### config.mk
export PLATFORM = sky130hd
export DESIGN_NAME = ring_charge_centroid_core
export DESIGN_NICKNAME = d
export VERILOG_FILES = /design/src/design/rcc_pkg.sv /design/src/design/rcc_div.sv /design/src/design/ring_charge_centroid_core.sv
export SDC_FILE = /design/constraint.sdc
export NUM_CORES = 2
export LEC_CHECK = 0
export BUFFER_PORTS_ARGS = -buffer_cell sky130_fd_sc_hd__buf_2
export CELL_PAD_IN_SITES_DETAIL_PLACEMENT = 0
export CELL_PAD_IN_SITES_GLOBAL_PLACEMENT = 1
export CORE_MARGIN = 2
export CORE_UTILIZATION = 38
export CTS_BUF_LIST = sky130_fd_sc_hd__clkbuf_16
export CTS_CLUSTER_SIZE = 40
export DETAILED_ROUTE_END_ITERATION = 6
export GPL_TIMING_DRIVEN = 0
export PLACE_DENSITY_LB_ADDON = 0.1
export SLEW_MARGIN = 0
export SYNTH_ARGS = -nofsm -noshare
export SYNTH_HDL_FRONTEND = slang
export SYNTH_SLANG_ARGS = --single-unit
### constraint.sdc
create_clock -name clk -period 16.89 [get_ports clk]
set_clock_uncertainty 0.2 [all_clocks]
set_input_delay 0 -clock clk [delete_from_list [all_inputs] [get_ports clk]]
set_output_delay 0 -clock clk [all_outputs]
set_load 0.03 [all_outputs]
### src/design/rcc_pkg.sv
// Shared types and constants of the ring charge centroid block.
`default_nettype none

package rcc_pkg;

	localparam int X_W      = 16;
	localparam int Q_W      = 16;
	localparam int R2_W     = 32;
	localparam int INNER_W  = 31;
	localparam int STEP_W   = 28;
	localparam int WSUM_W   = 48;
	localparam int QSUM_W   = 32;
	localparam int PROD_W   = 33;
	localparam int RIDX_W   = 4;
	localparam int EMIT_W   = 4;
	localparam int DCNT_W   = 5;
	localparam int DQUO_W   = 16;
	localparam int CFG_IW   = 1;
	localparam int CFG_DW   = 31;
	localparam int S_DATA_W = 48;
	localparam int M_DATA_W = 40;

	localparam logic [INNER_W-1:0] INNER_RESET = 31'd16208676;
	localparam logic [STEP_W-1:0]  STEP_RESET  = 28'd2741453;

	localparam logic [CFG_IW-1:0] CFG_INNER_RADIUS_SQ = 1'b0;
	localparam logic [CFG_IW-1:0] CFG_AREA_STEP       = 1'b1;

	localparam logic [EMIT_W-1:0] EMIT_LAST = 4'd15;

	localparam logic signed [WSUM_W-1:0] WSUM_MAX = 48'sh7FFF_FFFF_FFFF;
	localparam logic signed [WSUM_W-1:0] WSUM_MIN = 48'sh8000_0000_0000;
	localparam logic [QSUM_W-1:0]        QSUM_MAX = 32'hFFFF_FFFF;
	localparam logic signed [X_W-1:0]    CENT_MAX = 16'sh7FFF;
	localparam logic signed [X_W-1:0]    CENT_MIN = 16'sh8000;
	localparam logic [DQUO_W-1:0]        CENT_NEG_LIM = 16'd32768;
	localparam logic [DCNT_W-1:0]        CENT_QBITS = 5'd16;

	typedef enum logic [3:0] {
		S_IDLE,
		S_SQX,
		S_SQY,
		S_RANGE,
		S_RDIV,
		S_MULX,
		S_MULY,
		S_ACC,
		S_EMPTY,
		S_SCAN,
		S_LOAD,
		S_DIVX,
		S_DIVY,
		S_OUT
	} state_t;

	typedef struct packed {
		logic signed [WSUM_W-1:0] wx;
		logic signed [WSUM_W-1:0] wy;
		logic [QSUM_W-1:0]        qs;
	} ring_acc_t;

	typedef struct packed {
		logic              start;
		logic [WSUM_W-1:0] num;
		logic [QSUM_W-1:0] den;
		logic [DCNT_W-1:0] nbits;
	} div_req_t;

	typedef struct packed {
		logic              done;
		logic              ovf;
		logic [DQUO_W-1:0] quo;
	} div_rsp_t;

endpackage

`default_nettype wire

### src/design/rcc_div.sv
// Restoring divider, one quotient bit per cycle, with an up-front overflow check.
`default_nettype none

module rcc_div (
	input  wire logic              clk,
	input  wire logic              arst_n,
	input  wire rcc_pkg::div_req_t req,
	output rcc_pkg::div_rsp_t      rsp
);

	localparam int RW = rcc_pkg::WSUM_W + 1;

	logic                         busy_q;
	logic                         chk_q;
	logic                         done_q;
	logic                         ovf_q;
	logic [rcc_pkg::DCNT_W-1:0]   cnt_q;
	logic [RW-1:0]                rem_q;
	logic [RW-1:0]                dsh_q;
	logic [rcc_pkg::DQUO_W-1:0]   quo_q;
	logic                         ge;
	logic [RW-1:0]                diff;

	assign ge   = rem_q >= dsh_q;
	assign diff = rem_q - dsh_q;

	always_ff @(posedge clk or negedge arst_n) begin
		if (!arst_n) begin
			busy_q <= 1'b0;
			chk_q  <= 1'b0;
			done_q <= 1'b0;
			cnt_q  <= '0;
		end else if (req.start) begin
			busy_q <= 1'b1;
			chk_q  <= 1'b1;
			done_q <= 1'b0;
			cnt_q  <= req.nbits;
		end else if (busy_q) begin
			if (chk_q) begin
				chk_q <= 1'b0;
				if (ge) begin
					// quotient would not fit in nbits: stop early
					busy_q <= 1'b0;
					done_q <= 1'b1;
				end
			end else begin
				cnt_q <= cnt_q - 1'b1;
				if (cnt_q == rcc_pkg::DCNT_W'(1)) begin
					busy_q <= 1'b0;
					done_q <= 1'b1;
				end
			end
		end else begin
			done_q <= 1'b0;
		end
	end

	always_ff @(posedge clk) begin
		if (req.start) begin
			rem_q <= {1'b0, req.num};
			dsh_q <= {(RW - rcc_pkg::QSUM_W)'(0), req.den} << req.nbits;
			quo_q <= '0;
			ovf_q <= 1'b0;
		end else if (busy_q) begin
			dsh_q <= dsh_q >> 1;
			if (chk_q) begin
				ovf_q <= ge;
			end else begin
				if (ge) begin
					rem_q <= diff;
				end
				quo_q <= {quo_q[rcc_pkg::DQUO_W-2:0], ge};
			end
		end
	end

	assign rsp.done = done_q;
	assign rsp.ovf  = ovf_q;
	assign rsp.quo  = quo_q;

endmodule

`default_nettype wire

### src/design/ring_charge_centroid_core.sv
// Hit binning into equal-area rings with per-ring charge-weighted centroids.
// A hit is not taken until the last one is through: two squarings on the shared multiplier,
// then an RW-bit ring quotient on the divider, RW = ceil(log2 RING_COUNT).
// On the last hit, each charged ring gets two 16-bit quotients on the shared divider and
// each uncharged ring is passed over in the scan; a track with no charged ring gives one empty result.
// Reset restores both registers and marks all ring stores empty at once.
`default_nettype none

module ring_charge_centroid_core #(
	parameter int RING_COUNT = 16
) (
	input  wire logic                           clk,
	input  wire logic                           arst_n,
	input  wire logic                           s_axis_tvalid,
	output logic                                s_axis_tready,
	// hit_x, hit_y, hit_charge
	input  wire logic [rcc_pkg::S_DATA_W-1:0]   s_axis_tdata,
	input  wire logic                           s_axis_tlast,
	output logic                                m_axis_tvalid,
	input  wire logic                           m_axis_tready,
	// ring_index, centroid_x, centroid_y, zero pad
	output logic [rcc_pkg::M_DATA_W-1:0]        m_axis_tdata,
	// track_empty
	output logic                                m_axis_tuser,
	output logic                                m_axis_tlast,
	input  wire logic                           cfg_we,
	input  wire logic [rcc_pkg::CFG_IW-1:0]     cfg_index,
	input  wire logic [rcc_pkg::CFG_DW-1:0]     cfg_wdata
);

	localparam int RW = (RING_COUNT > 1) ? $clog2(RING_COUNT) : 1;

	rcc_pkg::state_t state_q, state_d;

	logic [rcc_pkg::INNER_W-1:0]       inner_q;
	logic [rcc_pkg::STEP_W-1:0]        step_q;

	logic signed [rcc_pkg::X_W-1:0]    hx_q, hy_q;
	logic [rcc_pkg::Q_W-1:0]           hq_q;
	logic                              last_q;
	logic [rcc_pkg::R2_W-2:0]          sq_q;
	logic [rcc_pkg::R2_W-1:0]          r2_q;
	logic [RW-1:0]                     ring_q;
	logic signed [rcc_pkg::PROD_W-1:0] px_q, py_q;

	logic signed [rcc_pkg::X_W:0]      mul_a, mul_b;
	logic signed [2*rcc_pkg::X_W+1:0]  mul_p;

	rcc_pkg::ring_acc_t                acc_mem_q [RING_COUNT];
	rcc_pkg::ring_acc_t                rd_q;
	logic                              rd_ok_q;
	logic [RING_COUNT-1:0]             valid_q;

	logic [RW-1:0]                     e_q;
	logic [rcc_pkg::EMIT_W-1:0]        n_q;
	logic signed [rcc_pkg::X_W-1:0]    cx_q, cy_q;

	logic                              ov_q;
	logic [rcc_pkg::RIDX_W-1:0]        o_ring_q;
	logic signed [rcc_pkg::X_W-1:0]    o_cx_q, o_cy_q;
	logic                              o_empty_q, o_last_q;

	rcc_pkg::div_req_t                 div_req;
	rcc_pkg::div_rsp_t                 div_rsp;

	logic                              rd_en;
	logic [RW-1:0]                     rd_addr;
	logic                              mem_we;
	logic                              out_load;
	logic                              emit_done;
	logic                              out_free;
	logic                              more_above;
	logic                              item_last;
	logic [rcc_pkg::R2_W-1:0]          inner_ext;
	rcc_pkg::ring_acc_t                acc_base, acc_new;
	logic [rcc_pkg::WSUM_W:0]          wx_sum, wy_sum;
	logic [rcc_pkg::QSUM_W:0]          qs_sum;
	logic [rcc_pkg::WSUM_W-1:0]        abs_wx, abs_wy;
	rcc_pkg::state_t                   emit_first;

	function automatic logic signed [rcc_pkg::X_W-1:0] clamp_cent(
		input logic [rcc_pkg::DQUO_W-1:0] mag,
		input logic                       ovf,
		input logic                       neg
	);
		if (neg) begin
			if (ovf || mag > rcc_pkg::CENT_NEG_LIM) begin
				return rcc_pkg::CENT_MIN;
			end
			return rcc_pkg::X_W'(~mag + 1'b1);
		end
		if (ovf || mag[rcc_pkg::DQUO_W-1]) begin
			return rcc_pkg::CENT_MAX;
		end
		return mag;
	endfunction

	rcc_div u_div (
		.clk    (clk),
		.arst_n (arst_n),
		.req    (div_req),
		.rsp    (div_rsp)
	);

	assign inner_ext  = {1'b0, inner_q};
	assign out_free   = !ov_q || m_axis_tready;
	assign emit_first = (valid_q == '0) ? rcc_pkg::S_EMPTY : rcc_pkg::S_SCAN;
	assign abs_wx     = rd_q.wx[rcc_pkg::WSUM_W-1] ? (~rd_q.wx + 1'b1) : rd_q.wx;
	assign abs_wy     = rd_q.wy[rcc_pkg::WSUM_W-1] ? (~rd_q.wy + 1'b1) : rd_q.wy;

	always_comb begin
		more_above = 1'b0;
		for (int i = 0; i < RING_COUNT; i++) begin
			if (valid_q[i] && (RW'(i) > e_q)) begin
				more_above = 1'b1;
			end
		end
	end

	assign item_last = (n_q == rcc_pkg::EMIT_LAST) || !more_above;

	// shared multiplier: squares first, then charge weighting
	always_comb begin
		unique case (state_q)
			rcc_pkg::S_SQX: begin
				mul_a = {hx_q[rcc_pkg::X_W-1], hx_q};
				mul_b = {hx_q[rcc_pkg::X_W-1], hx_q};
			end
			rcc_pkg::S_SQY: begin
				mul_a = {hy_q[rcc_pkg::X_W-1], hy_q};
				mul_b = {hy_q[rcc_pkg::X_W-1], hy_q};
			end
			rcc_pkg::S_MULX: begin
				mul_a = {hx_q[rcc_pkg::X_W-1], hx_q};
				mul_b = {1'b0, hq_q};
			end
			default: begin
				mul_a = {hy_q[rcc_pkg::X_W-1], hy_q};
				mul_b = {1'b0, hq_q};
			end
		endcase
	end

	assign mul_p = mul_a * mul_b;

	// saturating accumulate of one hit into its ring
	always_comb begin
		acc_base   = rd_ok_q ? rd_q : '0;
		wx_sum     = {acc_base.wx[rcc_pkg::WSUM_W-1], acc_base.wx}
		           + {{(rcc_pkg::WSUM_W + 1 - rcc_pkg::PROD_W){px_q[rcc_pkg::PROD_W-1]}}, px_q};
		wy_sum     = {acc_base.wy[rcc_pkg::WSUM_W-1], acc_base.wy}
		           + {{(rcc_pkg::WSUM_W + 1 - rcc_pkg::PROD_W){py_q[rcc_pkg::PROD_W-1]}}, py_q};
		qs_sum     = {1'b0, acc_base.qs} + {(rcc_pkg::QSUM_W + 1 - rcc_pkg::Q_W)'(0), hq_q};
		acc_new.wx = (wx_sum[rcc_pkg::WSUM_W] != wx_sum[rcc_pkg::WSUM_W-1])
		           ? (wx_sum[rcc_pkg::WSUM_W] ? rcc_pkg::WSUM_MIN : rcc_pkg::WSUM_MAX)
		           : wx_sum[rcc_pkg::WSUM_W-1:0];
		acc_new.wy = (wy_sum[rcc_pkg::WSUM_W] != wy_sum[rcc_pkg::WSUM_W-1])
		           ? (wy_sum[rcc_pkg::WSUM_W] ? rcc_pkg::WSUM_MIN : rcc_pkg::WSUM_MAX)
		           : wy_sum[rcc_pkg::WSUM_W-1:0];
		acc_new.qs = qs_sum[rcc_pkg::QSUM_W] ? rcc_pkg::QSUM_MAX : qs_sum[rcc_pkg::QSUM_W-1:0];
	end

	always_ff @(posedge clk or negedge arst_n) begin
		if (!arst_n) begin
			state_q <= rcc_pkg::S_IDLE;
		end else begin
			state_q <= state_d;
		end
	end

	always_comb begin
		state_d       = state_q;
		s_axis_tready = 1'b0;
		div_req       = '0;
		rd_en         = 1'b0;
		rd_addr       = ring_q;
		mem_we        = 1'b0;
		out_load      = 1'b0;
		emit_done     = 1'b0;
		unique case (state_q)
			rcc_pkg::S_IDLE: begin
				s_axis_tready = 1'b1;
				if (s_axis_tvalid) begin
					state_d = rcc_pkg::S_SQX;
				end
			end
			rcc_pkg::S_SQX: begin
				state_d = rcc_pkg::S_SQY;
			end
			rcc_pkg::S_SQY: begin
				state_d = rcc_pkg::S_RANGE;
			end
			rcc_pkg::S_RANGE: begin
				if (r2_q < inner_ext) begin
					// drop the hit
					state_d = last_q ? emit_first : rcc_pkg::S_IDLE;
				end else begin
					div_req.start = 1'b1;
					div_req.num   = {(rcc_pkg::WSUM_W - rcc_pkg::R2_W)'(0), r2_q - inner_ext};
					div_req.den   = {(rcc_pkg::QSUM_W - rcc_pkg::STEP_W)'(0), step_q};
					div_req.nbits = rcc_pkg::DCNT_W'(RW);
					state_d       = rcc_pkg::S_RDIV;
				end
			end
			rcc_pkg::S_RDIV: begin
				if (div_rsp.done) begin
					state_d = rcc_pkg::S_MULX;
				end
			end
			rcc_pkg::S_MULX: begin
				rd_en   = 1'b1;
				state_d = rcc_pkg::S_MULY;
			end
			rcc_pkg::S_MULY: begin
				state_d = rcc_pkg::S_ACC;
			end
			rcc_pkg::S_ACC: begin
				mem_we  = 1'b1;
				state_d = last_q ? rcc_pkg::S_SCAN : rcc_pkg::S_IDLE;
			end
			rcc_pkg::S_EMPTY: begin
				if (out_free) begin
					out_load = 1'b1;
					state_d  = rcc_pkg::S_IDLE;
				end
			end
			rcc_pkg::S_SCAN: begin
				rd_addr = e_q;
				if (valid_q[e_q]) begin
					rd_en   = 1'b1;
					state_d = rcc_pkg::S_LOAD;
				end
			end
			rcc_pkg::S_LOAD: begin
				div_req.start = 1'b1;
				div_req.num   = abs_wx;
				div_req.den   = rd_q.qs;
				div_req.nbits = rcc_pkg::CENT_QBITS;
				state_d       = rcc_pkg::S_DIVX;
			end
			rcc_pkg::S_DIVX: begin
				if (div_rsp.done) begin
					div_req.start = 1'b1;
					div_req.num   = abs_wy;
					div_req.den   = rd_q.qs;
					div_req.nbits = rcc_pkg::CENT_QBITS;
					state_d       = rcc_pkg::S_DIVY;
				end
			end
			rcc_pkg::S_DIVY: begin
				if (div_rsp.done) begin
					state_d = rcc_pkg::S_OUT;
				end
			end
			rcc_pkg::S_OUT: begin
				if (out_free) begin
					out_load = 1'b1;
					if (item_last) begin
						emit_done = 1'b1;
						state_d   = rcc_pkg::S_IDLE;
					end else begin
						state_d = rcc_pkg::S_SCAN;
					end
				end
			end
			default: begin
				state_d = rcc_pkg::S_IDLE;
			end
		endcase
	end

	always_ff @(posedge clk or negedge arst_n) begin
		if (!arst_n) begin
			inner_q <= rcc_pkg::INNER_RESET;
			step_q  <= rcc_pkg::STEP_RESET;
		end else if (cfg_we) begin
			unique case (cfg_index)
				rcc_pkg::CFG_INNER_RADIUS_SQ: inner_q <= cfg_wdata;
				rcc_pkg::CFG_AREA_STEP:       step_q  <= cfg_wdata[rcc_pkg::STEP_W-1:0];
			endcase
		end
	end

	// ring occupancy and emission counters
	always_ff @(posedge clk or negedge arst_n) begin
		if (!arst_n) begin
			valid_q <= '0;
			e_q     <= '0;
			n_q     <= '0;
		end else begin
			if (emit_done) begin
				valid_q <= '0;
				e_q     <= '0;
				n_q     <= '0;
			end else begin
				if (mem_we) begin
					valid_q[ring_q] <= 1'b1;
				end
				if (state_q == rcc_pkg::S_SCAN && !valid_q[e_q]) begin
					e_q <= e_q + 1'b1;
				end
				if (out_load && state_q == rcc_pkg::S_OUT) begin
					e_q <= e_q + 1'b1;
					n_q <= n_q + 1'b1;
				end
			end
		end
	end

	always_ff @(posedge clk or negedge arst_n) begin
		if (!arst_n) begin
			ov_q <= 1'b0;
		end else if (out_load) begin
			ov_q <= 1'b1;
		end else if (m_axis_tready) begin
			ov_q <= 1'b0;
		end
	end

	always_ff @(posedge clk) begin
		if (mem_we) begin
			acc_mem_q[ring_q] <= acc_new;
		end
		if (rd_en) begin
			rd_q    <= acc_mem_q[rd_addr];
			rd_ok_q <= valid_q[rd_addr];
		end
	end

	always_ff @(posedge clk) begin
		if (state_q == rcc_pkg::S_IDLE && s_axis_tvalid) begin
			hx_q   <= s_axis_tdata[rcc_pkg::X_W-1:0];
			hy_q   <= s_axis_tdata[2*rcc_pkg::X_W-1:rcc_pkg::X_W];
			hq_q   <= (s_axis_tdata[rcc_pkg::S_DATA_W-1:2*rcc_pkg::X_W] == '0)
			        ? rcc_pkg::Q_W'(1) : s_axis_tdata[rcc_pkg::S_DATA_W-1:2*rcc_pkg::X_W];
			last_q <= s_axis_tlast;
		end
		if (state_q == rcc_pkg::S_SQX) begin
			sq_q <= mul_p[rcc_pkg::R2_W-2:0];
		end
		if (state_q == rcc_pkg::S_SQY) begin
			r2_q <= {1'b0, sq_q} + {1'b0, mul_p[rcc_pkg::R2_W-2:0]};
		end
		if (state_q == rcc_pkg::S_RDIV && div_rsp.done) begin
			// past the outer edge: hold in the last ring
			if (div_rsp.ovf || div_rsp.quo >= rcc_pkg::DQUO_W'(RING_COUNT)) begin
				ring_q <= RW'(RING_COUNT - 1);
			end else begin
				ring_q <= div_rsp.quo[RW-1:0];
			end
		end
		if (state_q == rcc_pkg::S_MULX) begin
			px_q <= mul_p[rcc_pkg::PROD_W-1:0];
		end
		if (state_q == rcc_pkg::S_MULY) begin
			py_q <= mul_p[rcc_pkg::PROD_W-1:0];
		end
		if (state_q == rcc_pkg::S_DIVX && div_rsp.done) begin
			cx_q <= clamp_cent(div_rsp.quo, div_rsp.ovf, rd_q.wx[rcc_pkg::WSUM_W-1]);
		end
		if (state_q == rcc_pkg::S_DIVY && div_rsp.done) begin
			cy_q <= clamp_cent(div_rsp.quo, div_rsp.ovf, rd_q.wy[rcc_pkg::WSUM_W-1]);
		end
		if (out_load) begin
			if (state_q == rcc_pkg::S_EMPTY) begin
				o_ring_q  <= '0;
				o_cx_q    <= '0;
				o_cy_q    <= '0;
				o_empty_q <= 1'b1;
				o_last_q  <= 1'b1;
			end else begin
				o_ring_q  <= rcc_pkg::RIDX_W'(e_q);
				o_cx_q    <= cx_q;
				o_cy_q    <= cy_q;
				o_empty_q <= 1'b0;
				o_last_q  <= item_last;
			end
		end
	end

	assign m_axis_tvalid = ov_q;
	assign m_axis_tdata  = {(rcc_pkg::M_DATA_W - rcc_pkg::RIDX_W - 2*rcc_pkg::X_W)'(0),
	                        o_cy_q, o_cx_q, o_ring_q};
	assign m_axis_tuser  = o_empty_q;
	assign m_axis_tlast  = o_last_q;

endmodule

`default_nettype wire

==> flow_metrics.env <==
export IMPL_ys_types=90
export IMPL_synthCells=8711
export IMPL_yosys_area_top_type="edfxtp_1"
export IMPL_avgSynthCellArea_sq_um=14.5
export IMPL_ys_seq_area_share_pct=62.4
export IMPL_cts_root_buffer="clkbuf_16"
export IMPL_critical_path_peak_fanout=40
export IMPL_finalSetupViolCount=0
export IMPL_fin_nets=10300
export IMPL_synth_top_area_share_pct=60.2
export IMPL_outcome="complete, but fails checks"
export IMPL_drc=0
export IMPL_grt_pass1_vias=79900
export IMPL_die_x_microns=580
export IMPL_dieArea_sq_mm=0.336
export IMPL_drive_above_1_share_pct=15.3
export IMPL_post_cts_setup_buffer_count=0
export IMPL_synthToLayoutAreaGrowth_pct=17.5
export IMPL_grt_busiest_layer="met2"
export IMPL_rsz0062_at_grt="false"
export IMPL_hpwl_microns=319000
export IMPL_fmax_mhz=78.0
export IMPL_worstMarginPinSlew_ns=1.56
export IMPL_final_cell_mix="edfxtp_1 (2,526), nand2_1 (1,024), inv_1 (592), mux4_2 (501), nor2_1 (401)"
export IMPL_pin_count=130
export IMPL_grt_pass1_wl_microns=606000
export IMPL_cts_tree="yes"
export IMPL_synth_warnings=0
export IMPL_period_share_pct=75.9
export IMPL_wl_microns=429000
export IMPL_clkLatencyLatePin_ns=0.93
export IMPL_cp_slowest_stage_delay_ns=0.74
export IMPL_path_class="flip-flop to flip-flop"
export IMPL_wire_per_inst_microns=30.2
export IMPL_use_met3_pct=3.59
export IMPL_first_pass_iters=5
export IMPL_synth_edf_count=2526
export IMPL_cts_resized=0
export IMPL_cp_end_kind="flip-flop"
export IMPL_clock_path_buffers=4
export IMPL_worstPathRequired_ns=17.35
export IMPL_ys_async_sr_fraction_pct=3.64
export IMPL_htree_num_levels=5
export IMPL_cp_start_kind="flip-flop"
export IMPL_final_antenna_net_count=0
export IMPL_met2_usage_pct=39.1
export IMPL_synth_seq_cells=2640
export IMPL_hold_ws_ns=0.144
export IMPL_slew_viol_final=9
export IMPL_cp_arrival_ns=13.28
export IMPL_ys_top_cells_by_area="edfxtp_1 (60%), mux4_2 (8.9%), fa_1 (4.6%), ha_1 (3.1%), nand2_1 (3.1%)"
export IMPL_slew_headroom_pct=-4.18
export IMPL_start_util_pct=38.2
export IMPL_violations="max-capacitance violations, max-slew violations"
export IMPL_hold_viol=0
export IMPL_core_area_sq_mm=0.330
export IMPL_grt_usage_pct=25.2
export IMPL_cpMostUsedCell="fa_1"
export IMPL_cts_sinks=2640
export IMPL_critical_path_slowest_cell="clkinv_2"
export IMPL_clk_pin_slew_ns=0.06
export IMPL_max_cap_violations=2
export IMPL_tns_ns=0
export IMPL_min_path_type="input port to flip-flop"
export IMPL_viasPerCell=5.61
export IMPL_synth_ff_type="edfxtp_1"
export IMPL_gp_congestion=0.921
export IMPL_met1_usage_pct=36.7
export IMPL_grt_overflow_total=0
export IMPL_cts_buffers=300
export IMPL_drt_iter0_drc=7951
export IMPL_grt_max_degree=60
export IMPL_antenna_found_initial=43
export IMPL_rows=211
export IMPL_fin_crit_ns=12.82
export IMPL_final_common_cell="edfxtp_1"
export IMPL_ctsHoldBuffers=211
export IMPL_io_buffer_count=125
export IMPL_fp_dieH_microns=580
export IMPL_vias=79800
export IMPL_synth_area_sq_mm=0.126
==> state kept, by name, summed over array words and instances, names as in the netlist, 28 cells and up <==
register and flops:
r2_q 32, step_q 28, u_div.rem_q 49, inner_q 31, u_div.dsh_q 49, acc_mem_q 2048, sq_q 31, px_q 33
rd_q 128, py_q 33
==> per-layer routing <==
| layer | wire length (microns) | vias to the layer above |
|---|---|---|
| met2 | 194000 | 2677 |
| met4 | 14000 | 8 |
| met3 | 27700 | 475 |
| met5 | 58 | - |
| li1 | - | 34600 |
| met1 | 193000 | 42100 |
==> synth_stat cells, types with 50 or more instances <==
master,instances
o31ai_1,52
clkbuf_1,320
nor2b_1,74
and3_1,184
nand3_1,61
xor2_1,143
and2_1,135
inv_1,526
ha_1,317
nand2_1,1025
a31oi_1,177
mux4_2,501
nand2b_1,50
nor2_1,419
fa_1,287
a21o_1,157
buf_1,93
nor3_1,70
dfrtp_1,71
edfxtp_1,2526
o21ai_0,292
a21oi_1,360
xnor2_1,192
==> path summary, 6_finish.rpt <==
kind,from,end,slack (ns),cells after the start
worst min-delay path,s_axis_tdata[13],hx_q[13],0.14,3
worst min register to register,inner_q[9],inner_q[9],0.32,2
worst max-delay path,state_q[0],r2_q[31],4.07,35
worst max register to register,state_q[0],r2_q[31],4.07,35
max in group asynchronous,arst_n,step_q[15],15.40,6
min in group asynchronous,arst_n,step_q[5],0.46,5
==> worst max-delay path, delay by kind of cell, from the launching register on <==
kind | cells | cell delay [ns]
compound gates | 10 | 2.64
simple gates | 9 | 2.54
xor+xnor | 1 | 0.66
flops | 1 | 0.36
buf+inv | 7 | 2.33
fa+ha+maj | 8 | 3.77
==> cells by family (layout without fill, tap and decap cells) <==
group	Yosys count	in the layout	synth area share [%]
xor gates and xnor gates	335	335	2.33
adders and majority gates	613	613	7.77
buffers and inverters	954	2075	2.87
and+or+nand+nor	2195	2195	7.99
muxes	577	577	9.60
AOI/OAI and AO/OA	1396	1396	7.07
DFF	2640	2640	62.4
other	1	19	0.00297
==> through the flow <==
stage               utilization [%]  setup slack (ns)  cell area, sq um  instances
finish                         44.9              4.07            148000      14200
global route                   44.9              3.60            148000      14200
CTS                            44.8              4.06            148000      14200
detailed placement             41.3              4.16            137000      13400
global placement               40.0             -6.92            132000      13200
floorplan                         -              6.08            126000       8715
==> area by class of cell <==
type,count,area (sq um)
fillers,29600,182000
flip-flops and latches,2640,78600
multi-input cells,5121,44300
clock buffers,306,7660
repair buffers,580,6730
well taps,4366,5460
inverters,528,1980
clock inverters,235,1710
plain buffers,426,1660
diodes,14,35.0
Power is not shown: default switching activity piles up to over one toggle a cycle in this logic, so the estimate is an artifact.
